## src/rtl/core/assert_macros.svh

```systemverilog
// assertion macros shared by the rtl modules
`ifndef ASSERT_MACROS_SVH
`define ASSERT_MACROS_SVH

// property checked at every clock edge outside reset
`define RWFS_ASSERT(label, prop, msg) \
  label: assert property (@(posedge clk) disable iff (rst) prop) else $error(msg);

// consequent checked in the cycle after the antecedent
`define RWFS_ASSERT_NEXT(label, ante, cons, msg) \
  label: assert property (@(posedge clk) disable iff (rst) ante |=> cons) else $error(msg);

`endif

```

## src/rtl/core/rwfs_pkg.sv

```systemverilog
// types, constants and word functions of the rtcm word and frame synchroniser
package rwfs_pkg;

  localparam int STORE_DEPTH = 33;
  localparam int STORE_AW    = 6;
  localparam int STORE_W     = 25;

  localparam logic [31:0] PAR_MASK_0    = 32'hbb1f3480;
  localparam logic [31:0] PAR_MASK_1    = 32'h5d8f9a40;
  localparam logic [31:0] PAR_MASK_2    = 32'haec7cd00;
  localparam logic [31:0] PAR_MASK_3    = 32'h5763e680;
  localparam logic [31:0] PAR_MASK_4    = 32'h6bb1f340;
  localparam logic [31:0] PAR_MASK_5    = 32'h8b7a89c0;
  localparam logic [31:0] DATA_MASK     = 32'h3fffffc0;
  localparam logic [31:0] PREAMBLE_VAL  = 32'h19800000;
  localparam logic [31:0] PREAMBLE_MASK = 32'h3fc00000;

  localparam logic [2:0] MODE_NONE     = 3'd0;
  localparam logic [2:0] MODE_WSYNCING = 3'd1;
  localparam logic [2:0] MODE_WSYNC    = 3'd2;
  localparam logic [2:0] MODE_FSYNCING = 3'd3;
  localparam logic [2:0] MODE_FULL     = 3'd4;

  localparam logic [1:0] REG_WORD_SYNC   = 2'd0;
  localparam logic [1:0] REG_FRAME_SYNC  = 2'd1;
  localparam logic [1:0] REG_PARITY_FAIL = 2'd2;

  typedef struct packed {
    logic [3:0] word_sync_needed;
    logic [2:0] frame_sync_needed;
    logic [3:0] parity_fail_limit;
  } cfg_t;

  typedef struct packed {
    logic [23:0] word_data;
    logic [5:0]  word_index;
    logic        word_good;
    logic [4:0]  frame_length;
    logic [2:0]  sequence_number;
    logic [2:0]  sync_state;
    logic        last;
  } out_beat_t;

  typedef struct packed {
    logic        good;
    logic [31:0] word;
  } chk_t;

  typedef enum logic [2:0] {
    ST_IDLE,
    ST_HUNT,
    ST_FILL,
    ST_WORD,
    ST_EMIT_RD,
    ST_EMIT_OUT,
    ST_HDR_WR
  } back_state_t;

  // parity test with d30 inversion; word is zero when parity fails
  function automatic chk_t check_word(input logic [31:0] w);
    logic [31:0] th;
    logic [5:0]  p;
    chk_t        r;
    th = w[30] ? (w ^ DATA_MASK) : w;
    p[5] = ^(th & PAR_MASK_0);
    p[4] = ^(th & PAR_MASK_1);
    p[3] = ^(th & PAR_MASK_2);
    p[2] = ^(th & PAR_MASK_3);
    p[1] = ^(th & PAR_MASK_4);
    p[0] = ^(th & PAR_MASK_5);
    r.good = (w != 32'd0) && (w[5:0] == p);
    r.word = r.good ? th : 32'd0;
    return r;
  endfunction

  function automatic logic [31:0] next_word(input logic [31:0] sh, input logic [5:0] res);
    return {sh[1:0], 30'd0} | {2'b00, res, 24'd0};
  endfunction

  function automatic logic [24:0] pack_word(input logic [31:0] w);
    return (w != 32'd0) ? {1'b1, w[29:6]} : 25'd0;
  endfunction

  function automatic logic is_preamble(input logic [31:0] w);
    return (w & PREAMBLE_MASK) == PREAMBLE_VAL;
  endfunction

endpackage

```

## src/rtl/core/rtcm_word_frame_synchronizer.sv

```systemverilog
// top level of the rtcm word and frame synchroniser with apb register port
// a data byte waits in the input queue, then passes engine states idle and fill, and the
// word state when it completes a 30-bit word; in bit hunting one bit a cycle is shifted in
// by the hunt state; a completed frame then sends each word by a store read state and an
// output register state, held while m_tready is low; the input queue takes bytes until full
// synchronous reset clears sync state, counters and queues; the frame store is not cleared
module rtcm_word_frame_synchronizer import rwfs_pkg::*; #(
  parameter int QUEUE_DEPTH = 4
) (
  input  logic        clk,
  input  logic        rst,
  input  logic        s_tvalid,
  output logic        s_tready,
  input  logic [7:0]  s_tdata,   // rx_byte[7:0]
  output logic        m_tvalid,
  input  logic        m_tready,
  output logic [47:0] m_tdata,   // word_data[23:0], word_index[29:24], frame_length[34:30],
                                 // sequence_number[37:35], sync_state[40:38], zero[47:41]
  output logic        m_tuser,   // word_good[0]
  output logic        m_tlast,
  input  logic        psel,
  input  logic        penable,
  input  logic        pwrite,
  input  logic [3:0]  paddr,
  input  logic [31:0] pwdata,
  output logic [31:0] prdata,
  output logic        pready
);

  cfg_t       cfg;
  logic       cfg_we;
  logic       q_valid;
  logic [5:0] q_data;
  logic       q_pop;
  out_beat_t  beat;

  assign pready = 1'b1;
  assign cfg_we = psel && penable && pwrite && pready;

  always_ff @(posedge clk) begin
    if (rst) begin
      cfg.word_sync_needed  <= 4'd6;
      cfg.frame_sync_needed <= 3'd3;
      cfg.parity_fail_limit <= 4'd10;
    end else if (cfg_we) begin
      unique case (paddr[3:2])
        REG_WORD_SYNC:   cfg.word_sync_needed  <= pwdata[3:0];
        REG_FRAME_SYNC:  cfg.frame_sync_needed <= pwdata[2:0];
        REG_PARITY_FAIL: cfg.parity_fail_limit <= pwdata[3:0];
        default: begin
        end
      endcase
    end
  end

  always_comb begin
    unique case (paddr[3:2])
      REG_WORD_SYNC:   prdata = {28'd0, cfg.word_sync_needed};
      REG_FRAME_SYNC:  prdata = {29'd0, cfg.frame_sync_needed};
      REG_PARITY_FAIL: prdata = {28'd0, cfg.parity_fail_limit};
      default:         prdata = 32'd0;
    endcase
  end

  rwfs_front #(
    .DEPTH (QUEUE_DEPTH)
  ) u_front (
    .clk      (clk),
    .rst      (rst),
    .s_tvalid (s_tvalid),
    .s_tready (s_tready),
    .s_tdata  (s_tdata),
    .q_valid  (q_valid),
    .q_data   (q_data),
    .q_pop    (q_pop)
  );

  rwfs_back u_back (
    .clk       (clk),
    .rst       (rst),
    .cfg       (cfg),
    .q_valid   (q_valid),
    .q_data    (q_data),
    .q_pop     (q_pop),
    .out_valid (m_tvalid),
    .out_beat  (beat),
    .out_ready (m_tready)
  );

  assign m_tdata = {7'd0, beat.sync_state, beat.sequence_number, beat.frame_length,
                    beat.word_index, beat.word_data};
  assign m_tuser = beat.word_good;
  assign m_tlast = beat.last;

endmodule

```

## src/rtl/core/rwfs_ram.sv

```systemverilog
// generic single write port ram with registered read
module rwfs_ram #(
  parameter int WIDTH = 25,
  parameter int DEPTH = 33
) (
  input  logic                     clk,
  input  logic                     we,
  input  logic [$clog2(DEPTH)-1:0] waddr,
  input  logic [WIDTH-1:0]         wdata,
  input  logic                     re,
  input  logic [$clog2(DEPTH)-1:0] raddr,
  output logic [WIDTH-1:0]         rdata
);

  logic [WIDTH-1:0] mem [DEPTH];

  always_ff @(posedge clk) begin
    if (we) begin
      mem[waddr] <= wdata;
    end
    if (re) begin
      rdata <= mem[raddr];
    end
  end

endmodule

```

## src/rtl/core/rwfs_front.sv

```systemverilog
// input beat filter, payload bit reversal and queue towards the sync engine
`include "assert_macros.svh"

module rwfs_front import rwfs_pkg::*; #(
  parameter int DEPTH = 4
) (
  input  logic       clk,
  input  logic       rst,
  input  logic       s_tvalid,
  output logic       s_tready,
  input  logic [7:0] s_tdata,
  output logic       q_valid,
  output logic [5:0] q_data,
  input  logic       q_pop
);

  localparam int PW = $clog2(DEPTH);
  localparam int CW = $clog2(DEPTH + 1);
  localparam logic [PW-1:0] LAST_PTR = PW'(DEPTH - 1);
  localparam logic [CW-1:0] FULL_CNT = CW'(DEPTH);

  logic [5:0]    slot [DEPTH];
  logic [PW-1:0] wr_ptr;
  logic [PW-1:0] rd_ptr;
  logic [CW-1:0] count;
  logic          push;
  logic          pop;
  logic [5:0]    rev;

  always_comb begin
    for (int i = 0; i < 6; i++) begin
      rev[5 - i] = s_tdata[i];
    end
  end

  assign s_tready = (count != FULL_CNT);
  assign push     = s_tvalid && s_tready && (s_tdata[7:6] == 2'b01);
  assign pop      = q_pop && q_valid;
  assign q_valid  = (count != '0);
  assign q_data   = slot[rd_ptr];

  always_ff @(posedge clk) begin
    if (push) begin
      slot[wr_ptr] <= rev;
    end
  end

  always_ff @(posedge clk) begin
    if (rst) begin
      wr_ptr <= '0;
      rd_ptr <= '0;
      count  <= '0;
    end else begin
      if (push) begin
        wr_ptr <= (wr_ptr == LAST_PTR) ? '0 : wr_ptr + PW'(1);
      end
      if (pop) begin
        rd_ptr <= (rd_ptr == LAST_PTR) ? '0 : rd_ptr + PW'(1);
      end
      unique case ({push, pop})
        2'b10:   count <= count + CW'(1);
        2'b01:   count <= count - CW'(1);
        default: count <= count;
      endcase
    end
  end

  `RWFS_ASSERT_NEXT(a_count_track, 1'b1, (count == $past(count) + CW'($past(push)) - CW'($past(pop))), "queue fill count out of step")
  `RWFS_ASSERT(a_empty_ptrs, (count == '0) |-> (wr_ptr == rd_ptr), "empty queue with pointers apart")

endmodule

```

## src/rtl/core/rwfs_back.sv

```systemverilog
// sync engine: bit hunt, word assembly, parity and frame tracking, frame store and run output
`include "assert_macros.svh"

module rwfs_back import rwfs_pkg::*; (
  input  logic      clk,
  input  logic      rst,
  input  cfg_t      cfg,
  input  logic      q_valid,
  input  logic [5:0] q_data,
  output logic      q_pop,
  output logic      out_valid,
  output out_beat_t out_beat,
  input  logic      out_ready
);

  back_state_t state, state_next;

  logic [2:0]        mode;
  logic [31:0]       shift_word;
  logic [5:0]        residue;
  logic signed [5:0] fill_pos;
  logic [3:0]        wsc;
  logic [2:0]        fsc;
  logic [3:0]        pfc;
  logic [5:0]        fwc;
  logic [4:0]        held_len;
  logic [3:0]        held_seq;
  logic              err_marked;
  logic [5:0]        first_err;
  logic [5:0]        b6;
  logic [2:0]        bit_i;
  logic [5:0]        emit_idx;
  logic [5:0]        emit_cnt;
  logic              hdr_pend;
  logic [24:0]       hdr_word;

  // hunt stage
  logic [31:0]       hunt_sw;
  chk_t              hunt_chk;
  logic [5:0]        hunt_res;

  // fill stage
  logic [2:0]        fill_k;
  logic [31:0]       fill_sw;
  logic [5:0]        fill_res;
  logic signed [5:0] fill_pos_next;
  logic              fill_done;

  // word stage
  chk_t              wchk;
  logic              good;
  logic              pre;
  logic [3:0]        pfc_inc;
  logic [3:0]        wsc_inc;
  logic [2:0]        fsc_inc;
  logic              lost;
  logic [5:0]        fill;
  logic [5:0]        fwc_inc;
  logic              emit_ok;
  logic [2:0]        mode_next;
  logic [31:0]       shift_next;
  logic [3:0]        wsc_next;
  logic [2:0]        fsc_next;
  logic [3:0]        pfc_next;
  logic [5:0]        fwc_next;
  logic [4:0]        held_len_next;
  logic [3:0]        held_seq_next;
  logic              err_next;
  logic [5:0]        first_err_next;
  logic              st_we;
  logic [5:0]        st_addr;
  logic              do_emit;
  logic [5:0]        emit_cnt_next;
  logic              defer_hdr;

  // ram and output control
  logic              ram_we;
  logic [5:0]        ram_waddr;
  logic [24:0]       ram_wdata;
  logic              ram_re;
  logic [24:0]       ram_rdata;
  logic              out_load;
  logic              emit_last;

  rwfs_ram #(
    .WIDTH (STORE_W),
    .DEPTH (STORE_DEPTH)
  ) u_store (
    .clk   (clk),
    .we    (ram_we),
    .waddr (ram_waddr),
    .wdata (ram_wdata),
    .re    (ram_re),
    .raddr (emit_idx),
    .rdata (ram_rdata)
  );

  always_comb begin
    hunt_sw  = {shift_word[30:0], b6[3'd6 - bit_i]};
    hunt_chk = check_word(hunt_sw);
    hunt_res = 6'(b6 << bit_i);
  end

  always_comb begin
    fill_k    = 3'(-fill_pos);
    fill_done = (fill_pos <= 6'sd0);
    if (fill_done) begin
      fill_res      = 6'(b6 << (3'd6 - fill_k));
      fill_sw       = shift_word | {26'd0, b6 >> fill_k};
      fill_pos_next = fill_pos + 6'sd24;
    end else begin
      fill_res      = residue;
      fill_sw       = shift_word | ({26'd0, b6} << fill_pos[4:0]);
      fill_pos_next = fill_pos - 6'sd6;
    end
  end

  always_comb begin
    wchk    = check_word(shift_word);
    good    = wchk.good;
    pre     = good && is_preamble(wchk.word);
    pfc_inc = (pfc == 4'd15) ? pfc : pfc + 4'd1;
    wsc_inc = (wsc == 4'd15) ? wsc : wsc + 4'd1;
    fsc_inc = (fsc == 3'd7) ? fsc : fsc + 3'd1;
    lost    = !good && (pfc_inc >= cfg.parity_fail_limit);
    fill    = fwc - 6'd1;
    fwc_inc = fwc + 6'd1;
    emit_ok = !(err_marked && (first_err == 6'd0));

    mode_next      = mode;
    shift_next     = shift_word;
    wsc_next       = wsc;
    fsc_next       = fsc;
    pfc_next       = pfc;
    fwc_next       = fwc;
    held_len_next  = held_len;
    held_seq_next  = held_seq;
    err_next       = err_marked;
    first_err_next = first_err;
    st_we          = 1'b0;
    st_addr        = fwc;
    do_emit        = 1'b0;
    emit_cnt_next  = fwc;
    defer_hdr      = 1'b0;

    unique case (mode)
      MODE_WSYNCING: begin
        shift_next = next_word(shift_word, residue);
        if (good) begin
          wsc_next = wsc_inc;
          if (wsc_inc >= cfg.word_sync_needed) begin
            mode_next = MODE_WSYNC;
            pfc_next  = 4'd0;
            fsc_next  = 3'd1;
            if (pre) begin
              held_seq_next  = 4'd8;
              st_we          = 1'b1;
              st_addr        = 6'd0;
              fwc_next       = 6'd1;
              err_next       = 1'b0;
              first_err_next = 6'd0;
              mode_next      = MODE_FSYNCING;
            end
          end
        end else if (wsc <= 4'd1) begin
          wsc_next  = 4'd0;
          mode_next = MODE_NONE;
        end else begin
          wsc_next = wsc - 4'd1;
        end
      end
      MODE_WSYNC: begin
        pfc_next = good ? 4'd0 : pfc_inc;
        if (lost) begin
          mode_next = MODE_NONE;
        end else begin
          shift_next = next_word(shift_word, residue);
          if (pre) begin
            held_seq_next  = 4'd8;
            st_we          = 1'b1;
            st_addr        = 6'd0;
            fwc_next       = 6'd1;
            err_next       = 1'b0;
            first_err_next = 6'd0;
            mode_next      = MODE_FSYNCING;
          end
        end
      end
      MODE_FSYNCING, MODE_FULL: begin
        pfc_next = good ? 4'd0 : pfc_inc;
        if (lost) begin
          mode_next = MODE_NONE;
        end else begin
          shift_next = next_word(shift_word, residue);
          if (fill == 6'd0) begin
            // second header word
            if (!good) begin
              mode_next = MODE_WSYNC;
              fsc_next  = (cfg.frame_sync_needed != 3'd0) ? cfg.frame_sync_needed - 3'd1 : 3'd0;
            end else begin
              st_we         = 1'b1;
              fwc_next      = fwc_inc;
              held_len_next = wchk.word[13:9];
              if (held_seq[3] || ((held_seq[2:0] + 3'd1) == wchk.word[16:14])) begin
                held_seq_next = {1'b0, wchk.word[16:14]};
                if ((mode == MODE_FULL) && (wchk.word[13:9] == 5'd0) && emit_ok) begin
                  do_emit       = 1'b1;
                  emit_cnt_next = fwc_inc;
                end
              end else begin
                mode_next = MODE_WSYNC;
              end
            end
          end else if (fill > {1'b0, held_len}) begin
            // frame boundary: this word opens the next frame
            fwc_next       = 6'd1;
            err_next       = 1'b0;
            first_err_next = 6'd0;
            st_addr        = 6'd0;
            st_we          = 1'b1;
            if (mode == MODE_FSYNCING) begin
              if (!pre) begin
                mode_next = MODE_WSYNC;
              end else begin
                fsc_next = fsc_inc;
                if (fsc_inc >= cfg.frame_sync_needed) begin
                  mode_next = MODE_FULL;
                  if (emit_ok) begin
                    do_emit       = 1'b1;
                    emit_cnt_next = fwc;
                    defer_hdr     = 1'b1;
                    st_we         = 1'b0;
                  end
                end
              end
            end else if (!good) begin
              err_next = 1'b1;
            end else if (!pre) begin
              mode_next = MODE_WSYNC;
            end
          end else begin
            if (!good && !err_marked) begin
              err_next       = 1'b1;
              first_err_next = fwc;
            end
            if (fwc < 6'(STORE_DEPTH)) begin
              st_we    = 1'b1;
              fwc_next = fwc_inc;
            end
            if ((fill == {1'b0, held_len}) && (mode == MODE_FULL) && emit_ok) begin
              do_emit       = 1'b1;
              emit_cnt_next = (fwc < 6'(STORE_DEPTH)) ? fwc_inc : fwc;
            end
          end
        end
      end
      default: begin
        mode_next = MODE_NONE;
      end
    endcase
  end

  always_comb begin
    state_next = state;
    unique case (state)
      ST_IDLE: begin
        if (q_valid) begin
          state_next = (mode == MODE_NONE) ? ST_HUNT : ST_FILL;
        end
      end
      ST_HUNT: begin
        if (hunt_chk.good || (bit_i == 3'd6)) begin
          state_next = ST_IDLE;
        end
      end
      ST_FILL: begin
        state_next = fill_done ? ST_WORD : ST_IDLE;
      end
      ST_WORD: begin
        state_next = do_emit ? ST_EMIT_RD : ST_IDLE;
      end
      ST_EMIT_RD: begin
        state_next = ST_EMIT_OUT;
      end
      ST_EMIT_OUT: begin
        if (out_load) begin
          if (emit_last) begin
            state_next = hdr_pend ? ST_HDR_WR : ST_IDLE;
          end else begin
            state_next = ST_EMIT_RD;
          end
        end
      end
      ST_HDR_WR: begin
        state_next = ST_IDLE;
      end
      default: begin
        state_next = ST_IDLE;
      end
    endcase
  end

  always_comb begin
    q_pop     = (state == ST_IDLE) && q_valid;
    ram_re    = (state == ST_EMIT_RD);
    out_load  = (state == ST_EMIT_OUT) && (!out_valid || out_ready);
    emit_last = (emit_idx == emit_cnt - 6'd1);
    if (state == ST_HDR_WR) begin
      ram_we    = 1'b1;
      ram_waddr = 6'd0;
      ram_wdata = hdr_word;
    end else begin
      ram_we    = (state == ST_WORD) && st_we;
      ram_waddr = st_addr;
      ram_wdata = pack_word(wchk.word);
    end
  end

  always_ff @(posedge clk) begin
    if (rst) begin
      state      <= ST_IDLE;
      mode       <= MODE_NONE;
      shift_word <= '0;
      residue    <= '0;
      fill_pos   <= '0;
      wsc        <= '0;
      fsc        <= '0;
      pfc        <= '0;
      fwc        <= '0;
      held_len   <= '0;
      held_seq   <= '0;
      err_marked <= 1'b0;
      first_err  <= '0;
      hdr_pend   <= 1'b0;
      emit_idx   <= '0;
      out_valid  <= 1'b0;
    end else begin
      state <= state_next;
      unique case (state)
        ST_IDLE: begin
          if (q_valid) begin
            b6    <= q_data;
            bit_i <= 3'd1;
          end
        end
        ST_HUNT: begin
          bit_i <= bit_i + 3'd1;
          if (hunt_chk.good) begin
            shift_word <= next_word(hunt_sw, hunt_res);
            residue    <= hunt_res;
            fill_pos   <= 6'sd18 + $signed({3'b000, bit_i});
            mode       <= MODE_WSYNCING;
            wsc        <= 4'd1;
          end else begin
            shift_word <= hunt_sw;
          end
        end
        ST_FILL: begin
          shift_word <= fill_sw;
          residue    <= fill_res;
          fill_pos   <= fill_pos_next;
        end
        ST_WORD: begin
          mode       <= mode_next;
          shift_word <= shift_next;
          wsc        <= wsc_next;
          fsc        <= fsc_next;
          pfc        <= pfc_next;
          fwc        <= fwc_next;
          held_len   <= held_len_next;
          held_seq   <= held_seq_next;
          err_marked <= err_next;
          first_err  <= first_err_next;
          if (do_emit) begin
            emit_cnt <= emit_cnt_next;
            emit_idx <= 6'd0;
            hdr_pend <= defer_hdr;
            hdr_word <= pack_word(wchk.word);
          end
        end
        ST_EMIT_OUT: begin
          if (out_load) begin
            emit_idx <= emit_idx + 6'd1;
          end
        end
        ST_HDR_WR: begin
          hdr_pend <= 1'b0;
        end
        default: begin
        end
      endcase

      if (out_load) begin
        out_valid <= 1'b1;
      end else if (out_ready) begin
        out_valid <= 1'b0;
      end
    end
  end

  always_ff @(posedge clk) begin
    if (out_load) begin
      out_beat.word_data       <= ram_rdata[23:0];
      out_beat.word_good       <= ram_rdata[24];
      out_beat.word_index      <= emit_idx;
      out_beat.frame_length    <= held_len;
      out_beat.sequence_number <= held_seq[2:0];
      out_beat.sync_state      <= mode;
      out_beat.last            <= emit_last;
    end
  end

  `RWFS_ASSERT(a_out_full_sync, out_valid |-> (out_beat.sync_state == MODE_FULL), "result beat sent outside full sync")
  `RWFS_ASSERT(a_no_store_during_run, ((state == ST_EMIT_RD) || (state == ST_EMIT_OUT)) |-> !ram_we, "frame store written during a run")
  `RWFS_ASSERT(a_run_index, (state == ST_EMIT_OUT) |-> (emit_idx < emit_cnt), "run index beyond frame word count")

endmodule
```

## config.mk

```make
export PLATFORM = sky130hd
export DESIGN_NAME = rtcm_word_frame_synchronizer
export DESIGN_NICKNAME = d
export VERILOG_FILES = /design/src/rtl/core/rwfs_pkg.sv /design/src/rtl/core/rtcm_word_frame_synchronizer.sv /design/src/rtl/core/rwfs_ram.sv /design/src/rtl/core/rwfs_front.sv /design/src/rtl/core/rwfs_back.sv
export VERILOG_INCLUDE_DIRS = /design/src /design/src/rtl/core
export SDC_FILE = /design/constraint.sdc
export NUM_CORES = 1
export LEC_CHECK = 0
export ABC_AREA = 1
export ABC_CLOCK_PERIOD_IN_PS = 10000
export BUFFER_PORTS_ARGS = -buffer_cell sky130_fd_sc_hd__buf_2
export CORE_MARGIN = 1
export CORE_UTILIZATION = 30
export DETAILED_ROUTE_END_ITERATION = 8
export PLACE_DENSITY_LB_ADDON = 0.25
export SYNTH_ARGS = -nofsm -noshare
export SYNTH_HDL_FRONTEND = slang
export SYNTH_SLANG_ARGS = --single-unit
```

## constraint.sdc

```tcl
create_clock -name clk -period 10 [get_ports clk]
set_input_delay 0.5 -clock clk [delete_from_list [all_inputs] [get_ports clk]]
set_output_delay 0.5 -clock clk [all_outputs]
set_load 0.02 [all_outputs]
```

==> flow_summary.ini, run 1 <==
[floorplan]
fp-row-count = 145
core_mm2 = 0.157
die_area_mm2 = 0.160
fp.dieH_um = 400
ioPinCount = 136
initial_core_util_pct = 30.4
die_width_um = 400

[timing]
fin_setup_tns_ns = 0
rsz0062_at_grt = false
tightest_slew_ns = 1.28
timing.fmax_ghz = 0.157
setup_ws_ns = 3.65
clock_skew_ns = 0.0515
maxSlewHeadroom_pct = 14.7
fin_crit_ns = 6.35
setup_viol = 0
hold_viol = 0
report.final.slew_viol_count = 0
fin_crit_sh_pct = 63.5
holdWs_ns = 0.0470

[cells_and_area]
layout-drive-gt1-share_pct = 8.45
fin_nets = 4480
syn_to_final_growth_pct = 12.3
layout_commonest_cell = edfxtp_1
final_cell_mix = edfxtp_1, nand2_1, o21ai_0
insertedDiodeCount = 0
nFillCells = 15700
instances_no_fill = 6533

[worst_setup_path]
worstPathRequired_ns = 10.34
cp_max_fo = 38
cp-end-kind = flop
critPathArrivalTime_ns = 6.69
crit_path_start_kind = flop
critPathKind = flop to flop

[global_routing]
antenna_found_initial = 4
grt_pass1_vias = 30800
grt_max_degree = 197
grt-ovfl-total = 0
grtUsageTotal_pct = 16.4
grt_pass1_wl_mm = 201

[pwr]
max-vdd-ir-drop_uv = 151
leakage_nw = 17.5
power_mw = 12.4
power.density_mw_per_mm2 = 232

[route]
dr.pass1.iters = 6
via_per_inst = 5.04
wl_mm = 136
ant_nets = 0
vias = 32900
drc_errors = 0
drtIter0Drc = 2524
routedWlPerCell_um = 20.7

[placement]
place_inst = 6327
preCtsSetupSlack_ns = 3.68
gp_congestion = 0.881
place_hpwl_mm = 79.7
io_buffers = 69

[clock_network]
ctsHtreeMaxLevel = 3
root_buffer = clkbuf_16
clk_pin_slew_ns = 0.07
cts_tree = done
cts_buffer_depth = 3
post_cts_resized = 0
clk_latency_ns = 0.74
numCtsBuffers = 107
cts_sinks = 1066

[synthesis]
synth-seq-cells = 1066
syn_avg_cell_area_um2 = 10.8
yosysSeqAreaShare_pct = 64.9
synth_edf_count = 957
netlist_instances = 4415
synth_warnings = 0
ys.flop_type = edfxtp_1
async_flop_share_pct = 0
syn-cell-area_mm2 = 0.0476
synth.distinct_cells = 58

[run_status]
status = complete, no violations

[worst_hold_path]
holdCritPathClass = input port to flop

[flow_run]
maxCapViolations = 0
metrics by stage:
stage                     util (%)  cell area (um^2)
final                         34.1             53500
after global routing          34.1             53500
after CTS                     34.1             53500
after detailed placement      31.9             50100
after global placement        31.9             50100
after floorplan                  -             47800
metal layers:
layer  up-vias  GRT usage [%]  wire (um)
li1      15700              -          -
met1     16200           23.0      61900
met2       927           26.2      62100
met3       202           3.05       8420
met4         2           4.11       3100
met5         -              0         13
where the power goes:
| part | internal (mW) | switching, mW |
|---|---|---|
| clock network | 2.16 | 1.76 |
| registers | 5.10 | 0.295 |
| logic | 1.02 | 2.08 |
sequential cells by signal, summed over array words and instances (netlist names), 11 cells and up:
signal and cells:
u_back.out_beat 43, u_front.slot 24, u_back.u_store.mem 825, u_back.shift_word 32, u_back.u_store.rdata 25, cfg 11
u_back.hdr_word 25
cells by family (layout without fill, tap and decap cells):
group	count (synthesis)	after routing	share of synthesized area [%]
fa+ha+maj	46	46	1.22
xor+xnor	131	131	2.52
flops	1066	1066	64.9
simple gates	1590	1590	14.0
other cells	2	36	0.0158
buf+inv	543	569	4.77
compound gates	1037	1037	12.6
path summary, 6_finish.rpt:
check	start	to	slack, ns	cells after the start
hold reg to reg	u_back.u_store.rdata[9]$_DFFE_PP_	u_back.out_beat[28]$_DFFE_PP_	0.42	0
setup / recovery	u_back.shift_word[30]$_SDFFE_PP0P_	u_back.u_store.mem[1][3]$_DFFE_PP_	3.65	21
hold / removal	s_tdata[5]	u_front.slot[3][0]$_DFFE_PP_	0.05	1
setup reg to reg	u_back.shift_word[30]$_SDFFE_PP0P_	u_back.u_store.mem[1][3]$_DFFE_PP_	3.65	21
Yosys cell counts (2+ instances only):
cell / number / area share (%)
xor2_1: 59 / 1.1
nor3b_1: 4 / 0.063
nor2_4: 6 / 0.14
o22ai_1: 138 / 1.8
o21ai_2: 2 / 0.037
nor2_2: 8 / 0.11
edfxtp_1: 957 / 60
o221ai_1: 84 / 1.5
nand4_1: 73 / 0.96
inv_1: 224 / 1.8
buf_2: 23 / 0.24
xnor2_2: 2 / 0.068
inv_2: 7 / 0.055
nand2_1: 657 / 5.2
nand2_2: 7 / 0.092
a21oi_1: 115 / 1.2
conb_1: 2 / 0.016
nand2_4: 4 / 0.095
nand3b_1: 9 / 0.14
xnor2_1: 66 / 1.2
o211ai_1: 42 / 0.66
a32oi_1: 18 / 0.33
nor3_1: 19 / 0.20
clkbuf_1: 211 / 1.7
buf_4: 45 / 0.71
o21ai_0: 580 / 6.1
o21ai_1: 4 / 0.042
dfxtp_1: 109 / 4.6
nand3_2: 3 / 0.063
or2_2: 4 / 0.053
clkinv_1: 12 / 0.095
nand3_1: 173 / 1.8
nor4_1: 14 / 0.18
ha_1: 45 / 1.2
buf_6: 5 / 0.12
a31oi_1: 18 / 0.24
a22oi_1: 10 / 0.16
a211oi_2: 2 / 0.053
xor2_2: 3 / 0.10
a211oi_1: 13 / 0.20
buf_1: 16 / 0.13
nor2_1: 606 / 4.8
final cells by class:
| cell class | count | area (um^2) | share of cell area [%] |
|---|---|---|---|
| well taps | 2058 | 2570 | 4.81 |
| flip-flops and latches | 1066 | 30900 | 57.8 |
| multi-input cells | 2840 | 14900 | 27.8 |
| clock buffers | 138 | 2820 | 5.28 |
| clock inverters | 63 | 552 | 1.03 |
| repair buffers | 125 | 816 | 1.53 |
| inverters | 243 | 925 | 1.73 |
worst max-delay path: stages, from the launching register on:
cell and delay, ns:
dfxtp_2 1.00, inv_2 0.32, ha_1 0.43, nor2_1 0.19
nor2_1 0.09, o21ai_0 0.08, nand2_1 0.11, nand2_1 0.07
clkinv_1 0.07, o21ai_1 0.15, nand2_1 0.06, nand2_1 0.05
nand2_1 0.08, nor2_4 0.21, nand3_4 0.47, nor2_4 0.27
nand2_2 0.17, inv_2 0.13, nand3_1 0.25, nand3_1 0.33
nand4_1 0.38, nor2_4 0.97
timing repair:
| item | CTS | global route |
|---|---|---|
| buffers inserted | 0 | 0 |
| hold buffers | 5 | 0 |
| endpoints found under the hold margin | 20 | 0 |
Note: power is estimated with default switching activity, not from simulation.
==> run 2, diff against run 1 <==
Settings changed: ABC_CLOCK_PERIOD_IN_PS 10000 to 5200.
Clock period 10 ns to 5.2 ns, I/O delays scaled along.
==> run 2 against run 1 <==
Net effect:
- clock skew decreased by 0.0077 ns
- non-clock buffer count increased by 76
- clock power increased by 100%
- maximum frequency increased by 31%
- global-route usage increased by 0.55 points
- setup slack got worse by 3.3 ns
- total power increased by 98%
- critical path type unchanged
- largest cell class unchanged
==> flow_summary.ini, run 2 (same netlist as run 1, synthesis figures left out) <==
[run_status]
status = complete, no violations

[clock_network]
ctsHtreeMaxLevel = 3
cts_buffer_depth = 3
clk_latency_ns = 0.74
ctsHoldBuffers = 16
cts_sinks = 1066
cts_setup_buffers = 0
clk_pin_slew_ns = 0.06
post_cts_resized = 0
cts_tree = done
root_buffer = clkbuf_16
numCtsBuffers = 107

[cells_and_area]
fin_nets = 4556
layout_commonest_cell = edfxtp_1
syn_to_final_growth_pct = 14.2
largest_register_ffs = 825
instances_no_fill = 6613
final_design_area_no_fill_mm2 = 0.0544
top_register = u_back.u_store.mem
layout-drive-gt1-share_pct = 9.71
top_regs = u_back.u_store.mem x825, u_back.out_beat x43, u_back.shift_word x32
final_cell_mix = edfxtp_1, nand2_1, o21ai_0
nFillCells = 15500

[worst_setup_path]
worstPathRequired_ns = 5.52
critPathArrivalTime_ns = 5.15
crit_top_cell = nand2_1
critPathMaxStageDelay_ns = 0.93
critPathKind = flop to flop
path_cells = inv_1 -> ha_1 -> nand4_1 -> nand2_1 -> ha_1 -> nand2_1 -> inv_1 -> a221oi_1 -> o211ai_1 -> nand2_1 -> nand2_1 -> nand4_1 -> nor2_2 -> nand2_4 -> nand3_1 -> nor2_1 -> nand2_2 -> nor2_4
cp-end-kind = flop
slowest_stage = nor2_4
cp_max_fo = 25
crit_path_start_kind = flop

[global_routing]
grt_pass1_vias = 32100
antenna_found_initial = 2
grtUsageTotal_pct = 17.0
grt-ovfl-total = 0
grt_pass1_wl_mm = 208
grt_max_degree = 170

[floorplan]
ioPinCount = 136
die_area_mm2 = 0.160
fp.dieH_um = 400
initial_core_util_pct = 30.4
die_width_um = 400
core_mm2 = 0.157
fp-row-count = 145

[worst_hold_path]
holdCritPathClass = input port to flop

[pwr]
p_comb_share_pct = 26.0
max-vdd-ir-drop_uv = 301
leakage_nw = 17.8
power_frac_clock_pct = 32.5
power.density_mw_per_mm2 = 451
switching_share_pct = 33.0
power.internal_mw = 16.5
seqPwrFrac_pct = 41.5
power_mw = 24.6
power.switching_mw = 8.10

[timing]
rsz0062_at_grt = false
setup_viol = 0
clock_skew_ns = 0.0438
maxSlewHeadroom_pct = 19.6
timing.fmax_ghz = 0.207
fin_crit_sh_pct = 92.9
fin_setup_tns_ns = 0
tightest_slew_ns = 1.21
setup_ws_ns = 0.368
fin_crit_ns = 4.83
hold_viol = 0
report.final.slew_viol_count = 0

[route]
vias = 33700
ant_nets = 0
dr.pass1.iters = 5
drc_errors = 0
wl_mm = 140
via_per_inst = 5.09
drtIter0Drc = 2782
routedWlPerCell_um = 21.1

[placement]
io_buffers = 69
place_hpwl_mm = 82.6
gp_congestion = 0.889
place_inst = 6392
place_area_mm2 = 0.0506
preCtsSetupSlack_ns = 0.414

[flow_run]
maxCapViolations = 0
run 2: cell count changes in the layout (fill, tap and decap cells not counted), sizes merged:
cell	before	now
dlygate4sd3	5	16
clkbuf	138	142
clkinvlp	1	3
inv	240	236
bufinv	6	12
clkinv	59	54
buf	120	185
diode	0	1
run 2: power by group through the flow:
stage | registers (mW) | logic (mW) | clock network, mW
after global routing | 10.2 | 7.12 | 8.48
after global placement | 10.4 | 6.26 | 0
after CTS | 10.2 | 6.34 | 8.14
after floorplan | 10.1 | 4.84 | 0
after detailed placement | 10.4 | 6.30 | 0
final | 10.2 | 6.39 | 7.98
run 2: critical path: cells and delay by family, from the launching register on:
family / cells / cell delay [ns]
fa+ha+maj: 2 / 0.59
compound gates: 2 / 0.39
buf+inv: 2 / 0.26
simple gates: 12 / 2.58
flops: 1 / 0.59
run 2: stage by stage:
| step | hold slack [ns] | utilization [%] |
|---|---|---|
| after floorplan | 0.359 | - |
| after global placement | 0.402 | 32.3 |
| after detailed placement | 0.408 | 32.3 |
| after CTS | 0.0163 | 34.7 |
| after global routing | 0.0787 | 34.7 |
| final | 0.0725 | 34.7 |
run 2: final cells by class:
class                           count  area, um^2  area share (%)
Inverter                          243         925            1.70
Sequential cell                  1066       30900            56.8
Antenna cell                        1        2.50         0.00460
Tap cell                         2058        2570            4.73
Clock inverter                     62         707            1.30
Timing Repair Buffer              201        1500            2.76
Multi-Input combinational cell   2840       14900            27.3
Clock buffer                      142        2910            5.35
run 2: per-layer routing:
layer  share of wire (%)  wire length, um  GRT usage [%]
met1                  46            64100           23.9
met2                  46            64600           27.4
met3                 5.7             7920           2.52
met4                 2.1             2960           4.23
met5                   0                0              0
run 2: final timing paths:
| kind | from | to | slack [ns] | depth (start not counted) |
|---|---|---|---|---|
| worst max-delay path | u_back.fwc[1]$_SDFFE_PP0P_ | u_back.u_store.mem[22][9]$_DFFE_PP_ | 0.37 | 18 |
| worst min-delay path | paddr[2] | cfg[6]$_SDFFE_PP0P_ | 0.07 | 6 |
| worst max register to register | u_back.fwc[1]$_SDFFE_PP0P_ | u_back.u_store.mem[22][9]$_DFFE_PP_ | 0.37 | 18 |
| worst min register to register | u_back.u_store.rdata[8]$_DFFE_PP_ | u_back.out_beat[27]$_DFFE_PP_ | 0.42 | 0 |
